**config.mk**
```make
export PLATFORM = sky130hd
export DESIGN_NAME = cassette_pulse_width_encoder
export DESIGN_NICKNAME = d
export VERILOG_FILES = /design/src/rtl/cpwe_pkg.sv /design/src/rtl/cpwe_csum.sv /design/src/rtl/cpwe_seq.sv /design/src/rtl/cassette_pulse_width_encoder.sv
export SDC_FILE = /design/constraint.sdc
export NUM_CORES = 1
export LEC_CHECK = 0
export BUFFER_PORTS_ARGS = -buffer_cell sky130_fd_sc_hd__buf_2
export CAP_MARGIN = 20
export CORE_ASPECT_RATIO = 1.75
export CORE_MARGIN = 2
export CORE_UTILIZATION = 50
export DETAILED_ROUTE_END_ITERATION = 7
export PLACE_DENSITY = 0.84
export SYNTH_ARGS = -nofsm -noshare
export SYNTH_HDL_FRONTEND = slang
export SYNTH_SLANG_ARGS = --single-unit
```
**constraint.sdc**
```tcl
create_clock -name clk -period 5 [get_ports clk]
set_input_delay 0.75 -clock clk [delete_from_list [all_inputs] [get_ports clk]]
set_output_delay 0.75 -clock clk [all_outputs]
set_load 0.02 [all_outputs]
```
**src/rtl/cpwe_pkg.sv**
```systemverilog
// shared types and constants for the cassette pulse-width encoder
// no dependencies; imported by every module of the block
package cpwe_pkg;

  localparam int PairsPerItem = 32;
  localparam int UnitWidth    = 16;
  localparam int DurWidth     = 18;
  localparam int IdxWidth     = 6;
  localparam int SumWidth     = 16;
  localparam int ByteWidth    = 8;
  localparam int CountWidth   = 6;

  typedef enum logic [1:0] {
    ACT_DATA  = 2'd0,
    ACT_PILOT = 2'd1,
    ACT_SYNC  = 2'd2,
    ACT_CSUM  = 2'd3
  } action_t;

  typedef enum logic [1:0] {
    UNITS_ONE   = 2'd1,
    UNITS_TWO   = 2'd2,
    UNITS_THREE = 2'd3
  } units_t;

  typedef enum logic [1:0] {
    ST_IDLE = 2'b01,
    ST_BUSY = 2'b10
  } seq_state_t;

  typedef struct packed {
    logic                level;
    logic [DurWidth-1:0] duration;
    logic                last;
  } pulse_t;

  localparam logic [CountWidth-1:0] PairsMax = CountWidth'(PairsPerItem);
  localparam logic [IdxWidth-1:0]   DataLastIdx = IdxWidth'(4 * ByteWidth - 1);
  localparam logic [IdxWidth-1:0]   CsumLastIdx = IdxWidth'(8 * ByteWidth - 1);
  localparam logic [IdxWidth-1:0]   SyncLastIdx = IdxWidth'(5);

  localparam logic REG_UNIT = 1'b0;

endpackage

```
**src/rtl/cpwe_csum.sv**
```systemverilog
// running 16-bit end-around-carry checksum of flagged data bytes
// depends on cpwe_pkg
module cpwe_csum
  import cpwe_pkg::*;
(
  input  logic                 clk,
  input  logic                 rst,
  input  logic                 add,
  input  logic                 clear,
  input  logic [ByteWidth-1:0] data_byte,
  output logic [SumWidth-1:0]  sum
);

  logic [SumWidth:0] sum_wide;

  assign sum_wide = {1'b0, sum} + {{(SumWidth + 1 - ByteWidth){1'b0}}, data_byte};

  always_ff @(posedge clk) begin
    if (rst) begin
      sum <= '0;
    end else if (clear) begin
      sum <= '0;
    end else if (add) begin
      // carry out folds back into bit 0
      sum <= sum_wide[SumWidth-1:0] + {{(SumWidth - 1){1'b0}}, sum_wide[SumWidth]};
    end
  end

endmodule

```
**src/rtl/cpwe_seq.sv**
```systemverilog
// half-period sequencer: shifts the byte or checksum out one bit per four pulses
// depends on cpwe_pkg
module cpwe_seq
  import cpwe_pkg::*;
(
  input  logic                  clk,
  input  logic                  rst,
  input  logic                  start,
  input  action_t               action,
  input  logic [ByteWidth-1:0]  data_byte,
  input  logic [CountWidth-1:0] pair_count,
  input  logic [SumWidth-1:0]   sum,
  input  logic [UnitWidth-1:0]  half_unit_ticks,
  input  logic                  advance,
  output logic                  idle,
  output logic                  valid,
  output pulse_t                pulse
);

  seq_state_t              state;
  action_t                 kind;
  logic [SumWidth-1:0]     bits;
  logic [IdxWidth-1:0]     idx;
  logic [IdxWidth-1:0]     last_idx;
  logic [DurWidth-1:0]     unit1;
  logic [DurWidth-1:0]     unit2;
  logic [DurWidth-1:0]     unit3;
  logic [IdxWidth-1:0]     last_idx_next;
  logic [CountWidth-1:0]   pairs_sat;
  logic [CountWidth-1:0]   pairs_m1;
  logic [DurWidth-1:0]     unit_base;
  logic                    go;
  units_t                  units;

  assign pairs_sat = (pair_count > PairsMax) ? PairsMax : pair_count;
  assign pairs_m1  = pairs_sat - CountWidth'(1);
  assign unit_base = (half_unit_ticks == '0) ? DurWidth'(1)
                                             : {{(DurWidth - UnitWidth){1'b0}}, half_unit_ticks};

  always_comb begin
    last_idx_next = DataLastIdx;
    go            = 1'b1;
    case (action)
      ACT_DATA:  last_idx_next = DataLastIdx;
      ACT_PILOT: begin
        last_idx_next = {pairs_m1[IdxWidth-2:0], 1'b1};
        go            = (pair_count != '0);
      end
      ACT_SYNC:  last_idx_next = SyncLastIdx;
      ACT_CSUM:  last_idx_next = CsumLastIdx;
      default:   last_idx_next = DataLastIdx;
    endcase
  end

  always_comb begin
    units = UNITS_ONE;
    case (kind)
      ACT_DATA, ACT_CSUM: units = (!idx[1] && bits[0]) ? UNITS_TWO : UNITS_ONE;
      ACT_PILOT:          units = UNITS_ONE;
      ACT_SYNC: begin
        case (idx[2:1])
          2'd0:    units = UNITS_THREE;
          2'd1:    units = UNITS_TWO;
          default: units = UNITS_ONE;
        endcase
      end
      default:            units = UNITS_ONE;
    endcase
  end

  always_comb begin
    pulse.level = idx[0];
    pulse.last  = (idx == last_idx);
    case (units)
      UNITS_THREE: pulse.duration = unit3;
      UNITS_TWO:   pulse.duration = unit2;
      default:     pulse.duration = unit1;
    endcase
  end

  assign idle  = (state == ST_IDLE);
  assign valid = (state == ST_BUSY);

  always_ff @(posedge clk) begin
    if (rst) begin
      state <= ST_IDLE;
      idx   <= '0;
    end else begin
      case (state)
        ST_IDLE: begin
          if (start && go) begin
            state <= ST_BUSY;
            idx   <= '0;
          end
        end
        ST_BUSY: begin
          if (advance) begin
            if (pulse.last) begin
              state <= ST_IDLE;
            end
            idx <= idx + IdxWidth'(1);
          end
        end
        default: state <= ST_IDLE;
      endcase
    end
  end

  // payload, no reset
  always_ff @(posedge clk) begin
    if (start && idle) begin
      kind     <= action;
      last_idx <= last_idx_next;
      bits     <= (action == ACT_CSUM) ? sum
                                       : {{(SumWidth - ByteWidth){1'b0}}, data_byte};
      unit1    <= unit_base;
      unit2    <= {unit_base[DurWidth-2:0], 1'b0};
      unit3    <= unit_base + {unit_base[DurWidth-2:0], 1'b0};
    end else if (valid && advance && (idx[1:0] == 2'd3)) begin
      bits <= {1'b0, bits[SumWidth-1:1]};
    end
  end

endmodule

```
**src/rtl/cassette_pulse_width_encoder.sv**
```systemverilog
// top level of the cassette pulse-width encoder: stream ports, register port,
// output register; depends on cpwe_pkg, cpwe_csum and cpwe_seq
//
// Usage: an input request on s_* carries one tape item, the kind of item in
// s_tuser. The block answers with a train of half-period pulses on m_*, one
// request each, m_tlast marking the final pulse of the item. A data byte gives
// 32 pulses, a checksum emit 64, a sync marker 6, a pilot item two per pair
// (a pair count of zero gives none, counts above 32 are taken as 32).
// Taking an item sets the sequencer state register; the first pulse then
// passes into the output register. The bit-serial sequencer gives one pulse
// per cycle while the receiver does not stall; s_tready is low while an item
// is being sent. When the receiver stalls, the output register holds its
// pulse and the sequencer waits. half_unit_ticks is to be written through
// the register port (addresses 0 to 3) only while the block is idle, which
// it does not enforce; a value of 0 acts as 1. Reset empties the output,
// idles the sequencer, clears the checksum and sets half_unit_ticks to 100.
module cassette_pulse_width_encoder
  import cpwe_pkg::*;
(
  input  logic        clk,
  input  logic        rst,
  input  logic        s_tvalid,
  output logic        s_tready,
  input  logic [15:0] s_tdata,   // data_byte[7:0], add_to_sum[8], pair_count[14:9], zero
  input  logic [1:0]  s_tuser,   // action[1:0]
  output logic        m_tvalid,
  input  logic        m_tready,
  output logic [23:0] m_tdata,   // level[0], duration_ticks[18:1], zero
  output logic        m_tlast,
  input  logic        psel,
  input  logic        penable,
  input  logic        pwrite,
  input  logic [2:0]  paddr,
  input  logic [31:0] pwdata,
  output logic [31:0] prdata,
  output logic        pready
);

  logic [UnitWidth-1:0]  half_unit_ticks;
  logic                  start;
  logic                  seq_idle;
  logic                  seq_valid;
  logic                  advance;
  logic                  out_free;
  action_t               action;
  logic [ByteWidth-1:0]  data_byte;
  logic                  add_to_sum;
  logic [CountWidth-1:0] pair_count;
  logic [SumWidth-1:0]   sum;
  pulse_t                pulse;
  pulse_t                out_pulse;

  assign action     = action_t'(s_tuser);
  assign data_byte  = s_tdata[7:0];
  assign add_to_sum = s_tdata[8];
  assign pair_count = s_tdata[14:9];

  assign s_tready = seq_idle;
  assign start    = s_tvalid && s_tready;
  assign out_free = !m_tvalid || m_tready;
  assign advance  = seq_valid && out_free;

  // register port
  assign pready = 1'b1;
  assign prdata = (paddr[2] == REG_UNIT) ? {{(32 - UnitWidth){1'b0}}, half_unit_ticks} : '0;

  always_ff @(posedge clk) begin
    if (rst) begin
      half_unit_ticks <= UnitWidth'(100);
    end else if (psel && penable && pwrite && pready && (paddr[2] == REG_UNIT)) begin
      half_unit_ticks <= pwdata[UnitWidth-1:0];
    end
  end

  cpwe_csum u_csum (
    .clk       (clk),
    .rst       (rst),
    .add       (start && (action == ACT_DATA) && add_to_sum),
    .clear     (start && (action == ACT_CSUM)),
    .data_byte (data_byte),
    .sum       (sum)
  );

  cpwe_seq u_seq (
    .clk             (clk),
    .rst             (rst),
    .start           (start),
    .action          (action),
    .data_byte       (data_byte),
    .pair_count      (pair_count),
    .sum             (sum),
    .half_unit_ticks (half_unit_ticks),
    .advance         (advance),
    .idle            (seq_idle),
    .valid           (seq_valid),
    .pulse           (pulse)
  );

  // output register
  always_ff @(posedge clk) begin
    if (rst) begin
      m_tvalid <= 1'b0;
    end else if (out_free) begin
      m_tvalid <= seq_valid;
    end
  end

  always_ff @(posedge clk) begin
    if (advance) begin
      out_pulse <= pulse;
    end
  end

  assign m_tdata = {{(24 - DurWidth - 1){1'b0}}, out_pulse.duration, out_pulse.level};
  assign m_tlast = out_pulse.last;

endmodule
```
# [Yosys cells after proc, flatten, opt, wreduce, memory -nomap -nowiden]
# Cells that the tools add are included.
[totals] register_bits=138 input_bits=60 elab_cells=83
[classes] addsub=5 n_lt_le_gt_ge=1 eq_ne=16 n_mux=19 bitwise_logic=1 n_reduce_logical=27
[op_table] operator="2-to-1 mux 16 bit" count=5
[op_table] operator="one-hot mux 18 bit (2 select lines)" count=1
[op_table] operator="one-hot mux 6 bit (4 select lines)" count=1
[op_table] operator="adder 18 bit" count=1
[op_table] operator="adder 16 x 8 -> 17 bit" count=1
[op_table] operator="adder 16 x 1 -> 16 bit" count=1
[op_table] operator="equality test 2 bit, second input constant" count=8
[op_table] operator="zero test 16 bit" count=1
[op_table] operator="logical AND 1 bit" count=13
[op_table] operator="2-to-1 mux 6 bit" count=2
[op_table] operator="one-hot mux 6 bit (2 select lines)" count=1
[op_table] operator="equality test 2 x 1 -> 1 bit, second input constant" count=4
[op_table] operator="2-to-1 mux 2 bit" count=4
[op_table] operator="one-hot mux 2 bit (2 select lines)" count=2
[op_table] operator="adder 6 x 1 -> 6 bit, second input constant" count=1
[op_table] operator="equality test 6 bit" count=1
[op_table] operator="greater-than comparator 6 bit, second input constant" count=1
[op_table] operator="zero test 2 bit" count=3
[op_table] operator="!= test 2 x 1 -> 1 bit, second input constant" count=3
[op_table] operator="one-hot mux 2 bit (3 select lines)" count=1
[op_table] operator="AND reduction 3 bit" count=2
[op_table] operator="nonzero test 6 bit" count=1
[op_table] operator="2-to-1 mux 5 bit" count=1
[op_table] operator="subtractor 5 x 1 -> 5 bit, second input constant" count=1
[op_table] operator="6 further kinds" count=9

# [Depth between registers and ports, before layout]
# Gate-level depths: netlist (run 1).
[logic_depth] ltp_word=7 ltp_mapped=17 ltp_nobuf=17

# [Hierarchy]
# A second synthesis (run 1) with hierarchy kept.
[hier_totals] hier_cells=692 area_unflattened_um2=6979.2
[modules_own_cells] module="cpwe_seq" instances=1 cells_per_inst=359 area_per_inst_um2=3743.6
[modules_own_cells] module="cassette_pulse_width_encoder" instances=1 cells_per_inst=140 area_per_inst_um2=1674.1
[modules_own_cells] module="cpwe_csum" instances=1 cells_per_inst=193 area_per_inst_um2=1561.5

# [Worst setup path after synthesis (run 1)]
# No wires, ideal clock.
[synth_timing] path_kind="in2reg" from="input port s_tdata[0]" to="register u_csum.sum[10]" setup_ns=0.070 arrival_time_ns=3.959 slack_ns=0.970 stages=17 path_cell_list="ha_1 > fa_1 > a21o_1 > a41oi_2 > and2_1 > buf_6 > a21o_1 > buf_4 > nor4_1 > ha_1 > ha_1 > and3_1 > nand3_1 > nand2b_4 > maj3_2 > or4_1 > a21oi_1"
[synth_via] elab_chain_len=2
[synth_rtl] item="from (decl)" line="cassette_pulse_width_encoder.sv:24" rtl="input logic [15:0] s_tdata,"
[synth_rtl] item="adder 16 x 8 -> 17 bit" line="cpwe_csum.sv:16" rtl="assign sum_wide = {1'b0, sum} + {{(SumWidth + 1 - ByteWidth){1'b0}}, data_byte};"
[synth_rtl] item="adder 16 x 1 -> 16 bit" line="cpwe_csum.sv:25" rtl="sum <= sum_wide[SumWidth-1:0] + {{(SumWidth - 1){1'b0}}, sum_wide[SumWidth]};"
[synth_rtl] item="to (signal assigned)" line="cpwe_csum.sv:25"
[synth_rtl] item="to (decl)" line="cpwe_csum.sv:11" rtl="output logic [SumWidth-1:0] sum"
# No other way between the ends.
# A chain may end at the register's enable or synchronous reset.

# [Worst setup path in the final report (run 1)]
# Same ends and word-level chain as after synthesis.

==> metrics.txt, run 1 <==
# TYPE chip_impl_metric gauge
chip_impl_metric{name="clk_path_buf_depth",unit=""} 2
chip_impl_metric{name="share_of_cell_area_taken_by_muxes_after_synthesis",unit="%"} 0.4762
chip_impl_metric{name="maxCapViolations",unit=""} 0
chip_impl_metric{name="slew_violations",unit=""} 0
chip_impl_metric{name="grt_max_degree",unit=""} 41
chip_impl_metric{name="synth_edf_count",unit=""} 76
chip_impl_metric{name="maxClockFrequency",unit="MHz"} 248.2
chip_impl_metric{name="post_synth_and_or_nand_nor_area_fraction",unit="%"} 17.49
chip_impl_metric{name="synth_cell_type_count",unit=""} 65
chip_impl_metric{name="synth-seq-cells",unit=""} 117
chip_impl_metric{name="num-nets-final",unit=""} 848
chip_impl_metric{name="max-slew-margin-rel",unit="%"} 35.39
chip_impl_metric{name="cts_resized",unit=""} 0
chip_impl_metric{name="via_density_per_instance",unit=""} 5.480
chip_impl_metric{name="count_of_final_setup_violators",unit=""} 0
chip_impl_metric{name="globalRoute.totalOverflow",unit=""} 0
chip_impl_metric{name="ys_warn_count",unit=""} 0
chip_impl_info{name="cpMostUsedCell",value="sky130_fd_sc_hd__ha_1"} 1
chip_impl_metric{name="totalNegativeSetupSlack",unit="ns"} 0
chip_impl_metric{name="gr-usage-all-layers",unit="%"} 19.13
chip_impl_info{name="crit_path_cell_trace",value="buf_2 -> ha_1 -> fa_1 -> a21o_1 -> a41oi_2 -> and2_1 -> a21o_1 -> nor4_1 -> ha_1 -> ha_1 -> and3_1 -> nand3_1 -> nand2b_4 -> maj3_2 -> or4_1 -> a21oi_1"} 1
chip_impl_metric{name="core_region_area",unit="sq mm"} 0.01287
chip_impl_info{name="dominantRegCellSynth",value="sky130_fd_sc_hd__edfxtp_1"} 1
chip_impl_info{name="setup.worst_path.end_class",value="flip-flop"} 1
chip_impl_metric{name="cts_hold_repair.buffers",unit=""} 0
chip_impl_metric{name="holdPathStages",unit=""} 2
chip_impl_info{name="regToRegStartpoint",value="half_unit_ticks[14]"} 1
chip_impl_metric{name="cts_max_level",unit=""} 4
chip_impl_metric{name="grt_first_pass_wirelength",unit="um"} 21620
chip_impl_metric{name="cts.clk_slew.worst_paths",unit="ns"} 0.05
chip_impl_metric{name="die_y",unit="um"} 155.6
chip_impl_metric{name="synthCells",unit=""} 677
chip_impl_metric{name="crit_required",unit="ns"} 5.33
chip_impl_info{name="critical_path.startpoint_type",value="input pin"} 1
chip_impl_metric{name="r2r.worst_path.cells",unit=""} 18
chip_impl_metric{name="r2r_setup_slack",unit="ns"} 1.01
chip_impl_metric{name="antenna_found_initial",unit=""} 0
chip_impl_info{name="critPathLaunch",value="s_tdata[0]"} 1
chip_impl_info{name="crit_end",value="u_csum.sum[10]"} 1
chip_impl_metric{name="syn_to_final_growth",unit="%"} 16.97
chip_impl_metric{name="place_congestion",unit=""} 0.9242
chip_impl_metric{name="place_area",unit="sq mm"} 0.007004
chip_impl_info{name="rsz_0062_raised_after_global_routing",value="no"} 1
chip_impl_metric{name="fillers",unit=""} 1064
chip_impl_metric{name="drt_wl_total",unit="um"} 13250
chip_impl_metric{name="ys_async_sr_fraction",unit="%"} 0
chip_impl_info{name="timing_worst_setup_path_type",value="input pin to flip-flop"} 1
chip_impl_info{name="cts_tree",value="yes"} 1
chip_impl_metric{name="grt_pass1_vias",unit=""} 4713
chip_impl_metric{name="fp-row-count",unit=""} 55
chip_impl_info{name="cts-root-buf",value="sky130_fd_sc_hd__clkbuf_16"} 1
chip_impl_info{name="hold_path.class",value="flip-flop to flip-flop"} 1
chip_impl_metric{name="antennaDiodeCount",unit=""} 0
chip_impl_metric{name="avgRoutedWirePerCell",unit="um"} 14.19
chip_impl_metric{name="synth-compound-area-share",unit="%"} 15.41
chip_impl_info{name="synth_top_cell_by_area",value="sky130_fd_sc_hd__edfxtp_1"} 1
chip_impl_metric{name="post_synth_xor_xnor_area",unit="%"} 5.067
chip_impl_metric{name="post-dp-hpwl",unit="um"} 10020
chip_impl_metric{name="finish.utilization",unit="%"} 59.71
chip_impl_metric{name="tritoncts_num_sinks",unit=""} 117
chip_impl_metric{name="floorplan.io_pins",unit=""} 120
chip_impl_metric{name="worstMarginPinSlew",unit="ns"} 0.9656
chip_impl_metric{name="syn_avg_cell_area",unit="sq um"} 9.703
chip_impl_metric{name="effective_utilization_at_floorplan",unit="%"} 51.05
chip_impl_metric{name="route.detailed.drc",unit=""} 0
chip_impl_metric{name="drt_pre_antenna_iters",unit=""} 6
chip_impl_metric{name="max_stage_delay",unit="ns"} 0.47
chip_impl_metric{name="detailedRoute.firstIterationViolations",unit=""} 354
chip_impl_metric{name="finalHoldViolCount",unit=""} 0
chip_impl_metric{name="layout-drive-gt1-share",unit="%"} 16.78
chip_impl_metric{name="finalCriticalPeriod",unit="ns"} 4.028
chip_impl_metric{name="cp_max_fo",unit=""} 5
chip_impl_metric{name="proportion_of_netlist_area_held_by_the_largest_area_contributor",unit="%"} 34.74
chip_impl_metric{name="p_leak",unit="nW"} 3.209
chip_impl_metric{name="synthesis.area",unit="sq mm"} 0.006569
chip_impl_metric{name="clkLatencyLatePin",unit="ns"} 0.40
chip_impl_metric{name="post-route-period-util",unit="%"} 80.57
chip_impl_metric{name="clock_skew",unit="ns"} 0.007786
chip_impl_metric{name="cts_post_setup_buffers_inserted",unit=""} 0
chip_impl_info{name="critical_path.slowest_cell",value="sky130_fd_sc_hd__nor4_1"} 1
chip_impl_metric{name="antenna_left",unit=""} 0
chip_impl_metric{name="hold_ws",unit="ns"} 0.4708
chip_impl_info{name="synth_top_family_by_area",value="simple AND/OR/NAND/NOR gates"} 1
chip_impl_info{name="critical_r2r_capture",value="u_seq.unit3[15]"} 1
chip_impl_metric{name="postLayoutCellArea",unit="sq mm"} 0.007684
chip_impl_info{name="run_status",value="complete, no violations"} 1
chip_impl_metric{name="die_area",unit="sq mm"} 0.01411
chip_impl_metric{name="synth.yosys.seq_area_share",unit="%"} 47.24
chip_impl_metric{name="die_width",unit="um"} 90.65
chip_impl_metric{name="vias",unit=""} 5118
chip_impl_metric{name="pwr_density_cell",unit="mW/mm^2"} 353.2
chip_impl_metric{name="yosys.area_share.adder",unit="%"} 7.524
chip_impl_metric{name="worstPathArrival",unit="ns"} 4.36
chip_impl_info{name="yosys-top-cells-area",value="sky130_fd_sc_hd__edfxtp_1, sky130_fd_sc_hd__dfxtp_1, sky130_fd_sc_hd__ha_1, sky130_fd_sc_hd__nand2_1, sky130_fd_sc_hd__nor2_1"} 1
chip_impl_metric{name="io_buffer_count",unit=""} 78
chip_impl_metric{name="tritoncts_buffers",unit=""} 17
chip_impl_metric{name="ir_drop",unit="mV"} 0.2357
[power by group]
part           switching, W  internal, W
registers         0.0000176      0.00109
logic              0.000165    0.0000869
clock network      0.000403     0.000952
total              0.000585      0.00213
[flip-flops by register name (all words and copies together) (netlist names)]
register / flops
u_seq.idx: 6
u_seq.kind: 2
u_csum.sum: 16
half_unit_ticks: 16
u_seq.bits: 16
m_tdata: 19
u_seq.unit3: 18
u_seq.state: 2
m_tlast: 1
u_seq.unit2: 15
m_tvalid: 1
u_seq.last_idx: 5
[layout by cell type (no fill, tap or decap), types with 5 or more instances in the layout]
master and n:
sky130_fd_sc_hd__nand4_1 6, sky130_fd_sc_hd__nor2_1 70, sky130_fd_sc_hd__nand2b_1 8, sky130_fd_sc_hd__conb_1 22, sky130_fd_sc_hd__a31oi_1 14, sky130_fd_sc_hd__nand2_1 89
sky130_fd_sc_hd__buf_4 6, sky130_fd_sc_hd__edfxtp_1 76, sky130_fd_sc_hd__ha_1 37, sky130_fd_sc_hd__nor2b_1 11, sky130_fd_sc_hd__a21oi_1 40, sky130_fd_sc_hd__and3_1 6
sky130_fd_sc_hd__o21ai_0 10, sky130_fd_sc_hd__clkbuf_16 18, sky130_fd_sc_hd__dfxtp_1 41, sky130_fd_sc_hd__a222oi_1 15, sky130_fd_sc_hd__a211oi_1 7, sky130_fd_sc_hd__inv_1 41
sky130_fd_sc_hd__xor2_1 12, sky130_fd_sc_hd__o21a_1 7, sky130_fd_sc_hd__bufinv_16 5, sky130_fd_sc_hd__o31ai_1 6, sky130_fd_sc_hd__xnor2_1 26, sky130_fd_sc_hd__nand3_1 21
sky130_fd_sc_hd__nor3_1 10, sky130_fd_sc_hd__a21o_1 10, sky130_fd_sc_hd__buf_2 78
[synthesized netlist by cell type (3+ instances only)]
library cell,number
sky130_fd_sc_hd__edfxtp_1,76
sky130_fd_sc_hd__nor3_1,10
sky130_fd_sc_hd__nor4_1,3
sky130_fd_sc_hd__o21a_1,7
sky130_fd_sc_hd__and2_1,4
sky130_fd_sc_hd__dfxtp_1,41
sky130_fd_sc_hd__o21ai_0,10
sky130_fd_sc_hd__xnor2_1,26
sky130_fd_sc_hd__nand2_1,89
sky130_fd_sc_hd__clkbuf_1,24
sky130_fd_sc_hd__o211ai_1,3
sky130_fd_sc_hd__ha_1,37
sky130_fd_sc_hd__a222oi_1,15
sky130_fd_sc_hd__nor2_1,70
sky130_fd_sc_hd__a21oi_1,40
sky130_fd_sc_hd__o211a_1,3
sky130_fd_sc_hd__buf_4,23
sky130_fd_sc_hd__a31oi_1,14
sky130_fd_sc_hd__o21bai_1,4
sky130_fd_sc_hd__nand2b_1,8
sky130_fd_sc_hd__o31ai_1,6
sky130_fd_sc_hd__a211o_1,4
sky130_fd_sc_hd__and3_1,6
sky130_fd_sc_hd__inv_1,41
sky130_fd_sc_hd__nand3_1,21
sky130_fd_sc_hd__a211oi_1,7
sky130_fd_sc_hd__nor2b_1,11
sky130_fd_sc_hd__or3_1,4
sky130_fd_sc_hd__a21o_1,10
sky130_fd_sc_hd__or2_2,3
sky130_fd_sc_hd__nand4_1,6
sky130_fd_sc_hd__xor2_1,12
[metrics by stage]
| step | setup slack, ns | total power (W) | cells |
|---|---|---|---|
| after global placement | 0.6472 | 0.001368 | 901 |
| after CTS | 0.9696 | 0.002729 | 933 |
| final | 0.9716 | 0.002714 | 934 |
| after detailed placement | 0.5691 | 0.001376 | 901 |
| after floorplan | 0.9704 | 0.001322 | 697 |
| after global routing | 0.7868 | 0.002817 | 934 |
[final cells by class]
class	count	area (sq um)	area share, %
Multi-Input combinational cell	488	3102	40.37
Clock inverter	8	168.9	2.198
Tap cell	171	214.0	2.785
Inverter	42	157.7	2.052
Timing Repair Buffer	84	435.4	5.667
Clock buffer	24	503.0	6.546
Sequential cell	117	3103	40.38
[per-layer routing]
metal	track usage [%]	vias to the layer above	share of wire [%]
met4	9.963	0	2.8
met1	19.14	2403	37
met5	0	-	0
li1	-	2515	-
met3	3.333	26	4.7
met2	37.06	174	56
[cell families after synthesis]
group                      count (synthesis)
DFF                                      117
buffers and inverters                     92
xor gates and xnor gates                  38
AOI/OAI and AO/OA                        140
muxes                                      3
other                                      2
and+or+nand+nor                          246
adders and majority gates                 39
[worst max-delay path: cells and delay by family]
kind                     cells  cell delay, ns
AO/OA/AOI/OAI                4            0.64
AND/OR/NAND/NOR              6            1.66
adder cells (fa/ha/maj)      5            1.21
buffers and inverters        1            0.09
[how the worst min path moves through the flow]
stage                        from            endpoint  slack [ns]
2_1_floorplan       u_csum.sum[2]       u_csum.sum[2]        0.45
3_3_place_gp   half_unit_ticks[9]  half_unit_ticks[9]        0.46
3_5_place_dp   half_unit_ticks[9]  half_unit_ticks[9]        0.47
4_1_cts        half_unit_ticks[9]  half_unit_ticks[9]        0.47
5_1_grt        half_unit_ticks[9]  half_unit_ticks[9]        0.50
6_report       half_unit_ticks[9]  half_unit_ticks[9]        0.47
No activity file was read; power rests on OpenSTA's default activity.
==> run 2, diff against run 1 <==
==> constraint.sdc (replaced) <==
create_clock -name clk -period 3.8 [get_ports clk]
set_input_delay 0.57 -clock clk [delete_from_list [all_inputs] [get_ports clk]]
set_output_delay 0.57 -clock clk [all_outputs]
set_load 0.02 [all_outputs]
==> run 2 against run 1 <==
Setup slack got worse by 0.93 ns. Global-route usage up 0.79 points. Via count is 3.8% higher. Largest power group unchanged. Combinational power rose by 44%.
==> metrics.txt, run 2 (synthesized netlist as in run 1, its figures left out) <==
# TYPE chip_impl_metric gauge
chip_impl_metric{name="finalCriticalPeriod",unit="ns"} 3.760
chip_impl_metric{name="fillers",unit=""} 1022
chip_impl_metric{name="syn_to_final_growth",unit="%"} 21.50
chip_impl_metric{name="tritoncts_num_sinks",unit=""} 117
chip_impl_info{name="crit_path_cell_trace",value="inv_2 -> ha_4 -> and4_4 -> nand4_1 -> nor3_2 -> buf_4 -> nor2_4 -> ha_4 -> o211ai_1 -> a21boi_1 -> o311a_1 -> o211a_1 -> o21a_1 -> o21a_1 -> o41ai_2 -> xnor2_1"} 1
chip_impl_metric{name="worstPathArrival",unit="ns"} 3.92
chip_impl_metric{name="die_y",unit="um"} 155.6
chip_impl_metric{name="globalRoute.totalOverflow",unit=""} 0
chip_impl_metric{name="finish.utilization",unit="%"} 62.02
chip_impl_info{name="regToRegStartpoint",value="half_unit_ticks[8]"} 1
chip_impl_metric{name="place_congestion",unit=""} 0.9257
chip_impl_metric{name="crit_required",unit="ns"} 3.96
chip_impl_metric{name="finalHoldViolCount",unit=""} 0
chip_impl_info{name="timing_worst_setup_path_type",value="flip-flop to flip-flop"} 1
chip_impl_metric{name="drt_wl_total",unit="um"} 14790
chip_impl_metric{name="slew_violations",unit=""} 0
chip_impl_metric{name="max-slew-margin-rel",unit="%"} 30.76
chip_impl_info{name="critical_path.startpoint_type",value="flip-flop"} 1
chip_impl_info{name="cts_tree",value="yes"} 1
chip_impl_metric{name="antennaDiodeCount",unit=""} 0
chip_impl_metric{name="postLayoutCellArea",unit="sq mm"} 0.007981
chip_impl_metric{name="avgRoutedWirePerCell",unit="um"} 15.34
chip_impl_metric{name="clock_skew",unit="ns"} 0.009719
chip_impl_metric{name="fp-row-count",unit=""} 55
chip_impl_metric{name="cts.clk_slew.worst_paths",unit="ns"} 0.06
chip_impl_metric{name="core_region_area",unit="sq mm"} 0.01287
chip_impl_metric{name="drt_pre_antenna_iters",unit=""} 6
chip_impl_metric{name="maxCapViolations",unit=""} 0
chip_impl_metric{name="place_area",unit="sq mm"} 0.007191
chip_impl_metric{name="antenna_left",unit=""} 0
chip_impl_metric{name="grt_first_pass_wirelength",unit="um"} 22440
chip_impl_metric{name="via_density_per_instance",unit=""} 5.511
chip_impl_metric{name="largest_reg_flops",unit=""} 19
chip_impl_metric{name="max_stage_delay",unit="ns"} 0.39
chip_impl_info{name="critPathLaunch",value="half_unit_ticks[8]"} 1
chip_impl_metric{name="cts_max_level",unit=""} 4
chip_impl_metric{name="gr-usage-all-layers",unit="%"} 19.92
chip_impl_metric{name="effective_utilization_at_floorplan",unit="%"} 51.05
chip_impl_metric{name="clk_path_buf_depth",unit=""} 2
chip_impl_metric{name="antenna_found_initial",unit=""} 0
chip_impl_metric{name="die_area",unit="sq mm"} 0.01411
chip_impl_metric{name="ir_drop",unit="mV"} 0.3049
chip_impl_metric{name="die_width",unit="um"} 90.65
chip_impl_metric{name="vias",unit=""} 5313
chip_impl_metric{name="num-nets-final",unit=""} 878
chip_impl_metric{name="detailedRoute.firstIterationViolations",unit=""} 343
chip_impl_metric{name="p_leak",unit="nW"} 3.338
chip_impl_info{name="hold_path.class",value="input pin to flip-flop"} 1
chip_impl_metric{name="maxClockFrequency",unit="MHz"} 265.9
chip_impl_metric{name="floorplan.io_pins",unit=""} 120
chip_impl_metric{name="post-route-period-util",unit="%"} 98.96
chip_impl_info{name="layout_commonest_cell",value="sky130_fd_sc_hd__nand2_1"} 1
chip_impl_info{name="cts-root-buf",value="sky130_fd_sc_hd__clkbuf_16"} 1
chip_impl_metric{name="route.detailed.drc",unit=""} 0
chip_impl_info{name="critical_path.slowest_cell",value="sky130_fd_sc_hd__o311a_1"} 1
chip_impl_metric{name="cp_max_fo",unit=""} 6
chip_impl_metric{name="worstMarginPinSlew",unit="ns"} 1.035
chip_impl_info{name="run_status",value="complete, no violations"} 1
chip_impl_metric{name="count_of_final_setup_violators",unit=""} 0
chip_impl_info{name="final_cell_mix",value="sky130_fd_sc_hd__nand2_1, sky130_fd_sc_hd__buf_2, sky130_fd_sc_hd__edfxtp_1"} 1
chip_impl_metric{name="io_buffer_count",unit=""} 78
chip_impl_metric{name="grt_max_degree",unit=""} 41
chip_impl_metric{name="post-dp-hpwl",unit="um"} 10590
chip_impl_metric{name="layout-drive-gt1-share",unit="%"} 24.97
chip_impl_info{name="setup.worst_path.end_class",value="flip-flop"} 1
chip_impl_info{name="hold_path.startpoint",value="pwdata[5]"} 1
chip_impl_metric{name="clkLatencyLatePin",unit="ns"} 0.42
chip_impl_metric{name="tritoncts_buffers",unit=""} 17
chip_impl_metric{name="pwr_density_cell",unit="mW/mm^2"} 423.5
chip_impl_metric{name="grt_pass1_vias",unit=""} 4898
[run 2: cell count changes in the layout (fill, tap and decap cells not counted), sizes merged]
cell	previous run	this run
inv	42	44
buf	84	114
clkinv	1	10
bufinv	5	2
clkinvlp	2	1
clkbuf	24	17
[run 2: power breakdown]
group          internal, W  leakage [nW]  switching, W  total [W]
clock network     0.000967         0.287      0.000592    0.00156
registers          0.00143          1.04     0.0000261    0.00146
logic             0.000132          2.01      0.000230   0.000362
total              0.00253          3.34      0.000848    0.00338
[run 2: layer usage]
metal	part of all wire [%]	GRT usage [%]	up-vias
met5	0	0	-
met1	36	19.72	2499
li1	-	-	2582
met2	56	38.66	197
met3	5.2	4.396	35
met4	2.6	9.304	0
[run 2: repair_timing]
item,4_1_cts,5_1_grt
endpoints found under the setup margin,0,4
resized for setup,0,41
hold buffers,0,0
buffers inserted,0,11
[run 2: cell type report]
class | instances | area, sq um | share of cell area, %
Clock inverter | 15 | 157.7 | 1.975
Inverter | 42 | 165.2 | 2.069
Timing Repair Buffer | 114 | 660.6 | 8.277
Sequential cell | 117 | 3119 | 39.08
Tap cell | 171 | 214.0 | 2.681
Clock buffer | 17 | 425.4 | 5.330
Multi-Input combinational cell | 488 | 3239 | 40.59
[run 2: metrics by stage]
| step | setup TNS (ns) | hold WS, ns | cells | setup slack (ns) | power (W) |
|---|---|---|---|---|---|
| finish | 0 | 0.3886 | 964 | 0.03969 | 0.003380 |
| global route | -0.09268 | 0.3824 | 964 | -0.09268 | 0.003497 |
| CTS | 0 | 0.3792 | 953 | 0.05040 | 0.003371 |
| detailed placement | -0.1897 | 0.4669 | 921 | -0.1169 | 0.001828 |
| global placement | -0.07052 | 0.4611 | 921 | -0.07052 | 0.001814 |
| floorplan | 0 | 0.4488 | 697 | 0.04594 | 0.001741 |
[run 2: worst max-delay path: cells and delay by family (launching register included)]
| kind | cells | cell delay [ns] |
|---|---|---|
| adder cells (fa/ha/maj) | 2 | 0.42 |
| flip-flops | 1 | 0.33 |
| AND/OR/NAND/NOR | 4 | 0.66 |
| XOR/XNOR | 1 | 0.13 |
| buffers and inverters | 2 | 0.29 |
| AO/OA/AOI/OAI | 7 | 1.69 |
[run 2: worst paths after layout]
path / end / slack [ns] / cells after the start
worst min-delay path: half_unit_ticks[5] / 0.39 / 2
worst min register to register: half_unit_ticks[9] / 0.47 / 2
worst max register to register: u_seq.unit3[16] / 0.04 / 16
worst max-delay path: u_seq.unit3[16] / 0.04 / 16
